## config.mk

```make
export PLATFORM = sky130hd
export DESIGN_NAME = serial_frame_decoder
export DESIGN_NICKNAME = d
export VERILOG_FILES = /design/src/design/sfd_pkg.sv /design/src/design/sfd_in_stage.sv /design/src/design/sfd_core.sv /design/src/design/serial_frame_decoder.sv
export SDC_FILE = /design/constraint.sdc
export NUM_CORES = 1
export LEC_CHECK = 0
export ABC_AREA = 1
export BUFFER_PORTS_ARGS = -buffer_cell sky130_fd_sc_hd__buf_2
export CORE_UTILIZATION = 30
export CTS_CLUSTER_DIAMETER = 40
export CTS_CLUSTER_SIZE = 30
export DETAILED_ROUTE_END_ITERATION = 6
export HOLD_SLACK_MARGIN = 0.05
export PLACE_DENSITY_LB_ADDON = 0.08
export SLEW_MARGIN = 20
export SYNTH_ARGS = -nofsm -noshare
export SYNTH_HDL_FRONTEND = slang
export SYNTH_SLANG_ARGS = --single-unit
```

## constraint.sdc

```tcl
create_clock -name clock -period 3.75 [get_ports clock]
set_input_delay 0.375 -clock clock [delete_from_list [all_inputs] [get_ports clock]]
set_output_delay 0.375 -clock clock [all_outputs]
set_load 0.02 [all_outputs]
```

## src/design/sfd_pkg.sv

```systemverilog
// sfd_pkg: shared types and constants of the serial frame decoder
// no dependencies; used by sfd_in_stage, sfd_core and serial_frame_decoder
`default_nettype none

package sfd_pkg;

   // frame marker bytes and checksum bias
   localparam logic [7:0] MARK0      = 8'h4C;
   localparam logic [7:0] MARK1      = 8'h4D;
   localparam logic [7:0] MARK2      = 8'h58;
   localparam logic [7:0] CHECK_BIAS = 8'h01;

   // max_payload value after reset
   localparam logic [31:0] MAX_PAYLOAD_RESET = 32'd1024;

   // input operation codes
   typedef enum logic [0:0] {
      FUNC_RECEIVE = 1'b0,
      FUNC_RESYNC  = 1'b1
   } func_type;

   // receive phases, one-hot
   typedef enum logic [8:0] {
      PH_HUNT   = 9'b000000001,
      PH_M      = 9'b000000010,
      PH_X      = 9'b000000100,
      PH_VERIFY = 9'b000001000,
      PH_LEN0   = 9'b000010000,
      PH_LEN1   = 9'b000100000,
      PH_LEN2   = 9'b001000000,
      PH_LEN3   = 9'b010000000,
      PH_DATA   = 9'b100000000
   } phase_type;

   // one input item
   typedef struct packed {
      func_type   func;
      logic [7:0] rx_byte;
   } item_type;

   // one result item
   typedef struct packed {
      logic        header_found;
      logic        data_valid;
      logic [7:0]  data_byte;
      logic        frame_done;
      logic        frame_ok;
      logic [31:0] frame_length;
   } result_type;

endpackage

`default_nettype wire

```

## src/design/sfd_in_stage.sv

```systemverilog
// sfd_in_stage: input register of the serial frame decoder
// depends on sfd_pkg for the item type
`default_nettype none

module sfd_in_stage (
   input  wire                 clock,
   input  wire                 reset,
   input  wire                 in_valid,
   output logic                in_ready,
   input  sfd_pkg::item_type   in_item,
   output logic                out_valid,
   input  wire                 out_ready,
   output sfd_pkg::item_type   out_item
);

   logic              valid_ff;
   logic              valid_in;
   sfd_pkg::item_type item_ff;

   // stage is free when empty or draining this cycle
   assign in_ready = !valid_ff || out_ready;

   always_comb begin
      valid_in = valid_ff;
      if (in_ready) begin
         valid_in = in_valid;
      end
   end

   always_ff @(posedge clock) begin
      if (reset) begin
         valid_ff <= 1'b0;
      end else begin
         valid_ff <= valid_in;
      end
   end

   // payload capture on transfer
   always_ff @(posedge clock) begin
      if (in_valid && in_ready) begin
         item_ff <= in_item;
      end
   end

   assign out_valid = valid_ff;
   assign out_item  = item_ff;

endmodule

`default_nettype wire

```

## src/design/sfd_core.sv

```systemverilog
// sfd_core: frame state machine, running sum and result register
// depends on sfd_pkg for types, phase codes and marker constants
`default_nettype none

module sfd_core (
   input  wire                  clock,
   input  wire                  reset,
   input  wire  [31:0]          max_payload,
   input  wire                  in_valid,
   output logic                 in_ready,
   input  sfd_pkg::item_type    in_item,
   output logic                 out_valid,
   input  wire                  out_ready,
   output sfd_pkg::result_type  out_result
);

   sfd_pkg::phase_type  phase_ff,  phase_in;
   logic [7:0]          check_ff,  check_in;
   logic [31:0]         length_ff, length_in;
   logic [31:0]         remain_ff, remain_in;
   logic [7:0]          sum_ff,    sum_in;
   logic                valid_ff,  valid_in;
   sfd_pkg::result_type result_ff, result_in;

   logic        fire;
   logic [7:0]  b;
   logic [31:0] len_full;
   logic        take_byte;
   logic [7:0]  sum_next;

   assign in_ready = !valid_ff || out_ready;
   assign fire     = in_valid && in_ready;
   assign b        = in_item.rx_byte;

   // length with the last header byte merged in
   assign len_full  = length_ff | {b, 24'd0};
   // payload bytes still owed in the data phase
   assign take_byte = (remain_ff != 32'd0);
   assign sum_next  = take_byte ? sum_ff + b : sum_ff;

   // next state and result for one item
   always_comb begin
      phase_in  = phase_ff;
      check_in  = check_ff;
      length_in = length_ff;
      remain_in = remain_ff;
      sum_in    = sum_ff;
      result_in = '0;
      if (in_item.func == sfd_pkg::FUNC_RESYNC) begin
         phase_in  = sfd_pkg::PH_HUNT;
         remain_in = 32'd0;
      end else begin
         unique case (phase_ff)
            sfd_pkg::PH_HUNT: begin
               length_in = 32'd0;
               sum_in    = 8'd0;
               remain_in = 32'd0;
               phase_in  = (b == sfd_pkg::MARK0) ? sfd_pkg::PH_M : sfd_pkg::PH_HUNT;
            end
            sfd_pkg::PH_M: begin
               phase_in = (b == sfd_pkg::MARK1) ? sfd_pkg::PH_X : sfd_pkg::PH_HUNT;
            end
            sfd_pkg::PH_X: begin
               phase_in = (b == sfd_pkg::MARK2) ? sfd_pkg::PH_VERIFY : sfd_pkg::PH_HUNT;
            end
            sfd_pkg::PH_VERIFY: begin
               check_in = b;
               phase_in = sfd_pkg::PH_LEN0;
            end
            sfd_pkg::PH_LEN0: begin
               length_in = length_ff | {24'd0, b};
               phase_in  = sfd_pkg::PH_LEN1;
            end
            sfd_pkg::PH_LEN1: begin
               length_in = length_ff | {16'd0, b, 8'd0};
               phase_in  = sfd_pkg::PH_LEN2;
            end
            sfd_pkg::PH_LEN2: begin
               length_in = length_ff | {8'd0, b, 16'd0};
               phase_in  = sfd_pkg::PH_LEN3;
            end
            sfd_pkg::PH_LEN3: begin
               length_in = len_full;
               if (len_full > max_payload) begin
                  // oversized frame is dropped
                  phase_in = sfd_pkg::PH_HUNT;
               end else begin
                  phase_in               = sfd_pkg::PH_DATA;
                  remain_in              = len_full;
                  sum_in                 = 8'd0;
                  result_in.header_found = 1'b1;
                  result_in.frame_length = len_full;
               end
            end
            sfd_pkg::PH_DATA: begin
               sum_in = sum_next;
               if (take_byte) begin
                  result_in.data_valid = 1'b1;
                  result_in.data_byte  = b;
                  remain_in            = remain_ff - 32'd1;
               end
               // last payload byte, or the byte after a zero-length header
               if (!take_byte || remain_ff == 32'd1) begin
                  result_in.frame_done   = 1'b1;
                  result_in.frame_ok     = ((sum_next + sfd_pkg::CHECK_BIAS
                                             + sfd_pkg::MARK2) == check_ff);
                  result_in.frame_length = length_ff;
                  phase_in               = sfd_pkg::PH_HUNT;
                  remain_in              = 32'd0;
               end
            end
            default: begin
               phase_in = sfd_pkg::PH_HUNT;
            end
         endcase
      end
   end

   // result handshake
   always_comb begin
      valid_in = valid_ff;
      if (in_ready) begin
         valid_in = in_valid;
      end
   end

   always_ff @(posedge clock) begin
      if (reset) begin
         phase_ff  <= sfd_pkg::PH_HUNT;
         check_ff  <= 8'd0;
         length_ff <= 32'd0;
         remain_ff <= 32'd0;
         sum_ff    <= 8'd0;
         valid_ff  <= 1'b0;
      end else begin
         valid_ff <= valid_in;
         if (fire) begin
            phase_ff  <= phase_in;
            check_ff  <= check_in;
            length_ff <= length_in;
            remain_ff <= remain_in;
            sum_ff    <= sum_in;
         end
      end
   end

   // result payload
   always_ff @(posedge clock) begin
      if (fire) begin
         result_ff <= result_in;
      end
   end

   assign out_valid  = valid_ff;
   assign out_result = result_ff;

endmodule

`default_nettype wire

```

## src/design/serial_frame_decoder.sv

```systemverilog
// an input transfer passes the input register and then the result register before its result is presented
// throughput: one byte per cycle while the result stream is not stalled; the frame state updates once per byte
// reset: synchronous, active high; hunt for the marker, sums and counts cleared,
// max_payload returns to 1024; the csr port takes a write in any cycle
// serial_frame_decoder: top level; depends on sfd_pkg, sfd_in_stage and sfd_core
`default_nettype none

module serial_frame_decoder (
   input  wire         clock,
   input  wire         reset,
   // input byte stream
   input  wire         req_tvalid,
   output logic        req_tready,
   input  wire  [7:0]  req_tdata,   // [7:0] rx_byte
   input  wire  [0:0]  req_tuser,   // [0] func
   // result stream
   output logic        rsp_tvalid,
   input  wire         rsp_tready,
   output logic [47:0] rsp_tdata,   // [7:0] data_byte, [8] frame_ok, [40:9] frame_length
   output logic [2:0]  rsp_tuser,   // [0] header_found, [1] data_valid, [2] frame_done
   // max_payload register write
   input  wire         csr_valid,
   output logic        csr_ready,
   input  wire  [31:0] csr_data
);

   logic [31:0]         max_payload_ff;
   sfd_pkg::item_type   req_item;
   sfd_pkg::item_type   s1_item;
   logic                s1_valid;
   logic                s1_ready;
   sfd_pkg::result_type result;

   // configuration register
   assign csr_ready = 1'b1;

   always_ff @(posedge clock) begin
      if (reset) begin
         max_payload_ff <= sfd_pkg::MAX_PAYLOAD_RESET;
      end else if (csr_valid && csr_ready) begin
         max_payload_ff <= csr_data;
      end
   end

   // unpack the input transfer
   always_comb begin
      req_item.func    = sfd_pkg::func_type'(req_tuser[0]);
      req_item.rx_byte = req_tdata;
   end

   sfd_in_stage u_in_stage (
      .clock     (clock),
      .reset     (reset),
      .in_valid  (req_tvalid),
      .in_ready  (req_tready),
      .in_item   (req_item),
      .out_valid (s1_valid),
      .out_ready (s1_ready),
      .out_item  (s1_item)
   );

   sfd_core u_core (
      .clock       (clock),
      .reset       (reset),
      .max_payload (max_payload_ff),
      .in_valid    (s1_valid),
      .in_ready    (s1_ready),
      .in_item     (s1_item),
      .out_valid   (rsp_tvalid),
      .out_ready   (rsp_tready),
      .out_result  (result)
   );

   // pack the result transfer
   assign rsp_tdata = {7'd0, result.frame_length, result.frame_ok, result.data_byte};
   assign rsp_tuser = {result.frame_done, result.data_valid, result.header_found};

endmodule

`default_nettype wire

```

# Yosys cells after proc, flatten, opt, wreduce, memory -nomap -nowiden
# Cells that the tools add are included.
op_classes:
  bitwise_logic: 9
  order_cmp: 1
  n_addsub: 4
  n_eq_ne: 18
  mux: 21
  reduce_logical: 21
ops:
  columns: ["cell", "count"]
  rows:
  - ["$mux 32", 5]
  - ["$pmux 32 s5", 1]
  - ["$pmux 32 s3", 1]
  - ["$pmux 9 s9", 1]
  - ["$pmux 32 s2", 1]
  - ["$mux 9", 4]
  - ["$mux 34", 1]
  - ["$eq 32x1->1 const B", 1]
  - ["$gt 32x32->1", 1]
  - ["$or 32x16->32", 1]
  - ["$or 32x24->32", 1]
  - ["$or 32x32->32", 1]
  - ["$or 32x8->32", 1]
  - ["$reduce_bool 32->1", 1]
  - ["$sub 32x1->32 const B", 1]
  - ["$eq 8x7->1 const B", 3]
  - ["$pmux 8 s3", 1]
  - ["$mux 8", 2]
  - ["$eq 9x1->1 const B", 1]
  - ["$eq 9x2->1 const B", 1]
  - ["$eq 9x3->1 const B", 1]
  - ["$eq 9x4->1 const B", 1]
  - ["$eq 9x5->1 const B", 1]
  - ["$eq 9x6->1 const B", 1]
  - ["other kinds (27)", 40]
word_totals:
  output_inout_bits: 54
  elab_cells: 90
  input_bits: 46
  ff_bits: 176

# Logic depth before layout (Yosys ltp)
# Gate-level depths: netlist of the first run.
logic_depth:
  word_depth: 7
  mapped_depth: 18
  depth_no_buf: 18

# By module
# A second synthesis of the first run with hierarchy kept.
hier_totals:
  hier_cells: 1293
  area_unflattened_um2: 9644.2
by_module_without_submodules:
  columns: ["mod", "area_each_um2", "seq_area_each_um2", "n_inst", "cells_each"]
  rows:
  - ["sfd_core", 7922.6, 3123.0, 1, 1066]
  - ["serial_frame_decoder", 1403.8, 640.6, 1, 212]
  - ["sfd_in_stage", 317.8, 290.3, 1, 15]

# Least setup slack after synthesis of the first run
# Ideal clock, no wire load.
synth_timing:
  path_type: "register -> register"
  startpoint: "reg u_in_stage.item_ff (netlist bit u_in_stage.out_item[7])"
  endpoint: "reg u_core.result_ff (netlist bit u_core.out_result[10]) (data pin)"
  setup_ns: 0.132
  slack_ns: 1.046
  period_less_slack_ns: 2.704
  path_stages_with_launch: 14
  t_arrival_ns: 2.572
  cell_sequence: "edfxtp_1 clkbuf_1 or2_2 ha_1 nand2_1 nor2_1 nand4_1 nor4_2 nand4_1 nand2_1 nand2_1 nand2_1 clkbuf_1 and3_1"
synth_via:
  elab_chain_cells: 4
synth_rtl:
  columns: ["element", "line_no", "rtl"]
  rows:
  - ["start: declaration", "sfd_in_stage.sv:18", "sfd_pkg::item_type item_ff;"]
  - ["start signal: assignment", "sfd_in_stage.sv:41", "item_ff <= in_item;"]
  - ["$or 32x32->32", "sfd_core.sv:36", "assign len_full = length_ff | {b, 24'd0};"]
  - ["$gt 32x32->1", "sfd_core.sv:84", "if (len_full > max_payload) begin"]
  - ["$mux 32", "sfd_core.sv:84", null]
  - ["$pmux 32 s2", "sfd_core.sv:53", "unique case (phase_ff)"]
  - ["end signal: assignment", "sfd_core.sv:150", "result_ff <= result_in;"]
  - ["end: declaration", "sfd_core.sv:23", "sfd_pkg::result_type result_ff, result_in;"]
# No other way between the ends.
# A chain may end at the register's enable or synchronous reset.

# Worst setup path in the final report of the first run
layout_timing:
  startpoint: "reg u_in_stage.item_ff (netlist bit u_in_stage.out_item[7])"
  endpoint: "reg u_core.result_ff (netlist bit u_core.out_result[15]) (data pin)"
# Same word-level chain as after synthesis.

==> run_results.csv, run 1 <==
group,metric,value,unit
status,status,"complete, but fails checks",
status,violations,"DRC",
worst_setup_path,critPathCaptureType,"flip-flop",
layout,layout.nets,1410,
cts,clock-sinks,176,
die,rows,64,
die,core_area,0.0308,sq mm
global_route,grt_pass1_wl,48500,um
route,detail-route-antenna-nets,0,
synthesis,synth_top_area_cell,"dfxtp_1",
global_route,grt_use_total,0.198,
cts,htree_levels,4,
timing,min_period,3.36,ns
synthesis,async_reset_ff_frac,0,
route,vias,8446,
route,dr.pass1.iters,7,
route,viasPerCell,4.88,
synthesis,synth_warnings,0,
global_route,gr-total-overflow,0,
cts,worstSkewPairLatency,0.44,ns
timing,whs,0.111,ns
worst_setup_path,cp.arrival,3.55,ns
timing,fmax,0.298,GHz
power_and_ir_drop,leakagePower,4.67,nW
placement,numPortBuffers,91,
placement,dp_hpwl,23600,um
cts,clockRootBuffer,"clkbuf_16",
layout,areaGrowthSynthToFinish,15.2,%
synthesis,ys_seq_area_frac,0.428,
power_and_ir_drop,ir_worst_vdd,0.000343,V
cts,cts_resized,0,
worst_setup_path,crit_path_max_fanout,24,
cts,cts_setup_buffers,0,
placement,globalplace.congestion,0.862,
global_route,grt_max_degree,50,
power_and_ir_drop,p_per_area,429,mW/mm^2
route,wl,31400,um
timing,hold_violations,0,
timing,fin_setup_tns,0,ns
worst_setup_path,crit_type,"flip-flop to flip-flop",
synthesis,synth_most_common_cell,"nand2_1",
die,die_w,180,um
cts,clockBufferDepth,2,
route,drt-initial-drc-count,566,
timing,rsz0062_at_grt,"no",
synthesis,synth_area_leaders,"dfxtp_1 26%, edfxtp_1 17%, nand2_1 8.1%",
worst_setup_path,required,3.94,ns
synthesis,synth_cell_types,47,
cts,hold_buffers,0,
synthesis,synth-seq-cells,176,
worst_hold_path,min_path_type,"input pin to flip-flop",
layout,layout-drive-gt1-share,0.149,
die,dieArea,0.0323,sq mm
global_route,first_global_vias,8035,
timing,setup_viol,0,
synthesis,synthTopCellsByCount,"205 x nand2_1, 138 x a21oi_1, 135 x inv_1",
route,wl_per_cell,18.1,um
die,start_util,0.307,
timing,drv_slew,0,
cts,path_clk_slew,0.07,ns
synthesis,synth_top_flop_cell,"dfxtp_1",
synthesis,synth_top_area_frac,0.260,
synthesis,synth_area_per_cell,7.65,sq um
cts,cts_tree,"yes",
route,drt_drc_violations_left,12,
global_route,antenna_found_initial,3,
layout,diodes,0,
cts,cts-buffers-inserted,17,
die,pin_count,100,
die,die_y,180,um
timing,period_share,0.896,
timing,worst_pin_slew,0.904,ns
synthesis,synthCells,1237,
synthesis,synth-edff-count,53,
flow_run,drv_cap,0,
worst_setup_path,cp-start-kind,"flip-flop",
timing,worst_clock_skew,0.0119,ns
synthesis,netlist_area,0.00947,sq mm
timing,slew_headroom,0.397,
## area by class of cell
| class | count | area (sq um) |
|---|---|---|
| timing repair buffer | 108 | 596 |
| clock buffer | 17 | 425 |
| sequential | 176 | 4050 |
| inverter | 149 | 561 |
| clock inverter | 15 | 144 |
| tap | 396 | 495 |
| fill | 3308 | 19900 |
| multi-input combinational | 869 | 4630 |
## critical path, stage by stage (launching register included)
cell	delay, ns
edfxtp_1	0.38
or2_2	0.35
ha_1	0.31
nand2_1	0.07
nor2_1	0.14
nand4_1	0.16
nor4_2	0.24
nand2_1	0.11
nand2_1	0.13
nand2_1	0.24
nand2_1	0.15
nand2_1	0.46
and3_1	0.36
## placed cells by master (no fill, tap or decap), drive strengths merged, types with 2 or more instances in the layout
master | Yosys | routed
o22ai | 6 | 6
a21oi | 139 | 139
o32ai | 3 | 3
xnor2 | 10 | 10
nand4 | 24 | 24
or2 | 13 | 13
bufinv | 0 | 2
clkinvlp | 0 | 2
nor4 | 4 | 4
o21bai | 2 | 2
buf | 25 | 108
conb | 2 | 8
nor3 | 29 | 29
ha | 42 | 42
edfxtp | 53 | 53
clkbuf | 24 | 17
and3 | 25 | 25
a31oi | 3 | 3
nor2 | 139 | 139
clkinv | 1 | 12
xor2 | 20 | 20
o21ai | 110 | 110
nand2 | 210 | 210
inv | 148 | 148
dfxtp | 123 | 123
nand3 | 75 | 75
## cell families after synthesis
logic type      after synthesis  share of synthesized area
fa+ha+maj                    43                     0.0576
xor+xnor                     30                     0.0277
compound gates              268                      0.147
buf+inv                     198                     0.0850
simple gates                520                      0.253
other cells                   2                   0.000793
flops                       176                      0.428
## flip-flops by register name, summed over array words and instances (netlist names)
register and cells:
u_core.phase_ff 9, u_core.sum_ff 8, u_core.out_valid 1, u_core.length_ff 32
u_in_stage.out_item 9, u_core.remain_ff 32, u_core.out_result 44, u_in_stage.out_valid 1
u_core.check_ff 8, max_payload_ff 32
## layer usage
layer	wire (um)	track usage
met5	0	0
met4	446	0.0548
met3	1650	0.0350
met2	13400	0.301
met1	15800	0.287
## final timing paths
path / start / to / slack [ns] / depth (start not counted)
setup / recovery: u_in_stage.out_item[7]$_DFFE_PP_ / u_core.out_result[15]$_SDFFCE_PP0P_ / 0.39 / 12
hold / removal: req_tuser / u_in_stage.out_item[8]$_DFFE_PP_ / 0.11 / 1
setup reg to reg: u_in_stage.out_item[7]$_DFFE_PP_ / u_core.out_result[15]$_SDFFCE_PP0P_ / 0.39 / 12
hold reg to reg: max_payload_ff[24]$_SDFFE_PP0P_ / max_payload_ff[24]$_SDFFE_PP0P_ / 0.47 / 2
## stage by stage
stage	area, sq um	worst slack [ns]	util	instances	power (mW)
2_1_floorplan	9490	1.05	-	1243	2.71
3_3_place_gp	10300	0.394	0.335	1698	2.94
3_5_place_dp	10300	0.338	0.335	1698	2.95
4_1_cts	10900	0.312	0.354	1730	4.73
5_1_grt	10900	0.0677	0.354	1730	4.91
6_report	10900	0.391	0.354	1730	4.68
## report_power, final
part           internal (mW)  total [mW]  switching, mW
combinational          0.259       0.803          0.544
clock                  0.976        1.78          0.805
sequential              2.04        2.10         0.0568
total                   3.28        4.68           1.41
(Power assumes the default switching activity.)
==> inputs of run 2 (changes only) <==
Settings changed: CORE_UTILIZATION 30 to 35.
==> run 2 against run 1 <==
Compared with the run above:
- the flow still finishes with violations (DRC)
- combinational power down 1%
- die area down 14%
- critical path type unchanged
- sequential share of layout area is 0.077 points higher
- via count grew 1.3%
- clock skew rose by 0.0085 ns
==> run_results.csv, run 2 (synthesized netlist as in run 1, its figures left out) <==
group,metric,value,unit
worst_setup_path,cp-startpoint,"u_in_stage.out_item[6]$_DFFE_PP_",
power_and_ir_drop,clock_power_share,0.384,
route,vias,8557,
worst_setup_path,cp.arrival,3.48,ns
cts,clockBufferDepth,2,
route,detail-route-antenna-nets,0,
cts,clock-sinks,176,
power_and_ir_drop,power_frac_comb,0.169,
cts,cts_setup_buffers,0,
timing,drv_slew,0,
worst_setup_path,required,4.07,ns
die,pin_count,100,
status,status,"complete, but fails checks",
cts,clockRootBuffer,"clkbuf_16",
power_and_ir_drop,switching_share,0.321,
route,wl_per_cell,17.7,um
worst_setup_path,crit_type,"flip-flop to flip-flop",
placement,place_area,0.0103,sq mm
layout,final_common_cell,"nand2_1",
route,dr.pass1.iters,7,
worst_setup_path,r2r-start,"u_in_stage.out_item[6]$_DFFE_PP_",
power_and_ir_drop,power,4.70,mW
worst_hold_path,min-delay-start,"req_tdata[1]",
route,drt-met1-wl,14600,um
timing,worst_pin_slew,1.05,ns
cts,path_clk_slew,0.08,ns
timing,hold_violations,0,
timing,setup_viol,0,
timing,worst_clock_skew,0.0204,ns
worst_setup_path,crit_path_max_fanout,24,
global_route,grt_use_total,0.218,
global_route,first_global_vias,8143,
power_and_ir_drop,pwr-share-seq,0.447,
layout,layout-drive-gt1-share,0.154,
cts,cts-buffers-inserted,17,
die,die_y,166,um
layout,layoutNonFillerInstCount,1675,
layout,layout.nets,1416,
global_route,grt_max_degree,49,
layout,largest_reg_flops,44,
die,rows,59,
timing,slew_headroom,0.298,
cts,worstSkewPairLatency,0.45,ns
route,wl,29600,um
cts,htree_levels,4,
timing,fmax,0.316,GHz
worst_hold_path,min_to,"u_in_stage.out_item[1]$_DFFE_PP_",
flow_run,drv_cap,0,
power_and_ir_drop,p_switching,1.51,mW
timing,min_period,3.17,ns
layout,final_area,0.0109,sq mm
cts,cts_tree,"yes",
power_and_ir_drop,ir_worst_vdd,0.000255,V
die,core_area,0.0263,sq mm
global_route,gr-total-overflow,0,
layout,diodes,0,
placement,dp_hpwl,22200,um
placement,post-place-ws,0.580,ns
global_route,antenna_found_initial,0,
worst_setup_path,critPathCaptureType,"flip-flop",
worst_setup_path,rr_worst_depth,12,
route,routed.top_layer,"met4",
layout,final_cell_mix,"205 x nand2_1, 138 x a21oi_1, 133 x inv_1, 123 x dfxtp_1, 121 x nor2_1",
route,drt_drc_violations_left,6,
die,start_util,0.360,
cts,hold_buffers,0,
cts,cts_resized,0,
timing,fin_setup_tns,0,ns
worst_setup_path,cp-start-kind,"flip-flop",
timing,setup_slack,0.583,ns
die,dieArea,0.0277,sq mm
status,violations,"DRC",
power_and_ir_drop,leakagePower,4.70,nW
timing,period_share,0.845,
route,drt-initial-drc-count,704,
layout,areaGrowthSynthToFinish,15.0,%
placement,globalplace.congestion,0.869,
die,die_w,166,um
worst_hold_path,min_path_type,"input pin to flip-flop",
worst_setup_path,r2r_end,"u_core.out_result[11]$_SDFFCE_PP0P_",
route,routed-wl-met2,12800,um
route,wl_met3,1750,um
placement,numPortBuffers,91,
placement,placed_cells,1643,
global_route,grt_pass1_wl,46500,um
worst_setup_path,ff2ff_setup_slack,0.58,ns
power_and_ir_drop,p_per_area,432,mW/mm^2
timing,rsz0062_at_grt,"no",
worst_hold_path,hold_depth,1,
route,viasPerCell,5.11,
power_and_ir_drop,p_int,3.19,mW
==> run 2: metrics by stage <==
stage                     hold slack (ns)   util
after floorplan                     0.435      -
final                               0.106  0.414
after CTS                          0.0949  0.414
after global placement              0.455  0.392
after detailed placement            0.456  0.392
after global routing               0.0970  0.414
==> run 2: power groups by stage <==
stage          combinational [mW]  sequential, mW  clock, mW
5_1_grt                     0.902            2.11       1.91
2_1_floorplan               0.559            2.15          0
3_3_place_gp                0.793            2.15          0
4_1_cts                     0.798            2.10       1.84
3_5_place_dp                0.794            2.15          0
6_report                    0.795            2.10       1.81
==> run 2: critical path, cell delays in order, from the launching register on <==
cell      delay [ns]
edfxtp_1        0.54
or2_2           0.39
ha_1            0.29
nand2_1         0.06
nor2_1          0.14
nand4_1         0.16
nor4_2          0.24
nand4_1         0.23
nand2_1         0.36
nand2_1         0.12
nand2_1         0.08
buf_4           0.24
and3_1          0.19
==> run 2: cell type report <==
| type | instances | area, sq um |
|---|---|---|
| clock inverters | 15 | 166 |
| flip-flops and latches | 176 | 4050 |
| fillers | 2714 | 15400 |
| clock buffers | 17 | 425 |
| repair buffers | 114 | 628 |
| well taps | 335 | 419 |
| multi-input cells | 869 | 4630 |
| inverters | 149 | 559 |
==> run 2: worst max-delay path by stage <==
stage | end | slack [ns] | cells past startpoint
2_1_floorplan | u_core.out_result[10]$_SDFFCE_PP0P_ | 1.05 | 13
3_3_place_gp | u_core.out_result[9]$_SDFFCE_PP0P_ | 0.67 | 12
3_5_place_dp | u_core.out_result[15]$_SDFFCE_PP0P_ | 0.58 | 12
4_1_cts | u_core.out_result[15]$_SDFFCE_PP0P_ | 0.57 | 12
5_1_grt | u_core.out_result[21]$_SDFFCE_PP0P_ | 0.32 | 12
6_report | u_core.out_result[11]$_SDFFCE_PP0P_ | 0.58 | 12
==> run 2: layer usage <==
| metal | global-route usage | vias up |
|---|---|---|
| met3 | 0.0416 | 27 |
| met1 | 0.314 | 4002 |
| li1 | - | 4301 |
| met2 | 0.332 | 227 |
| met4 | 0.0624 | 0 |
| met5 | 0 | - |
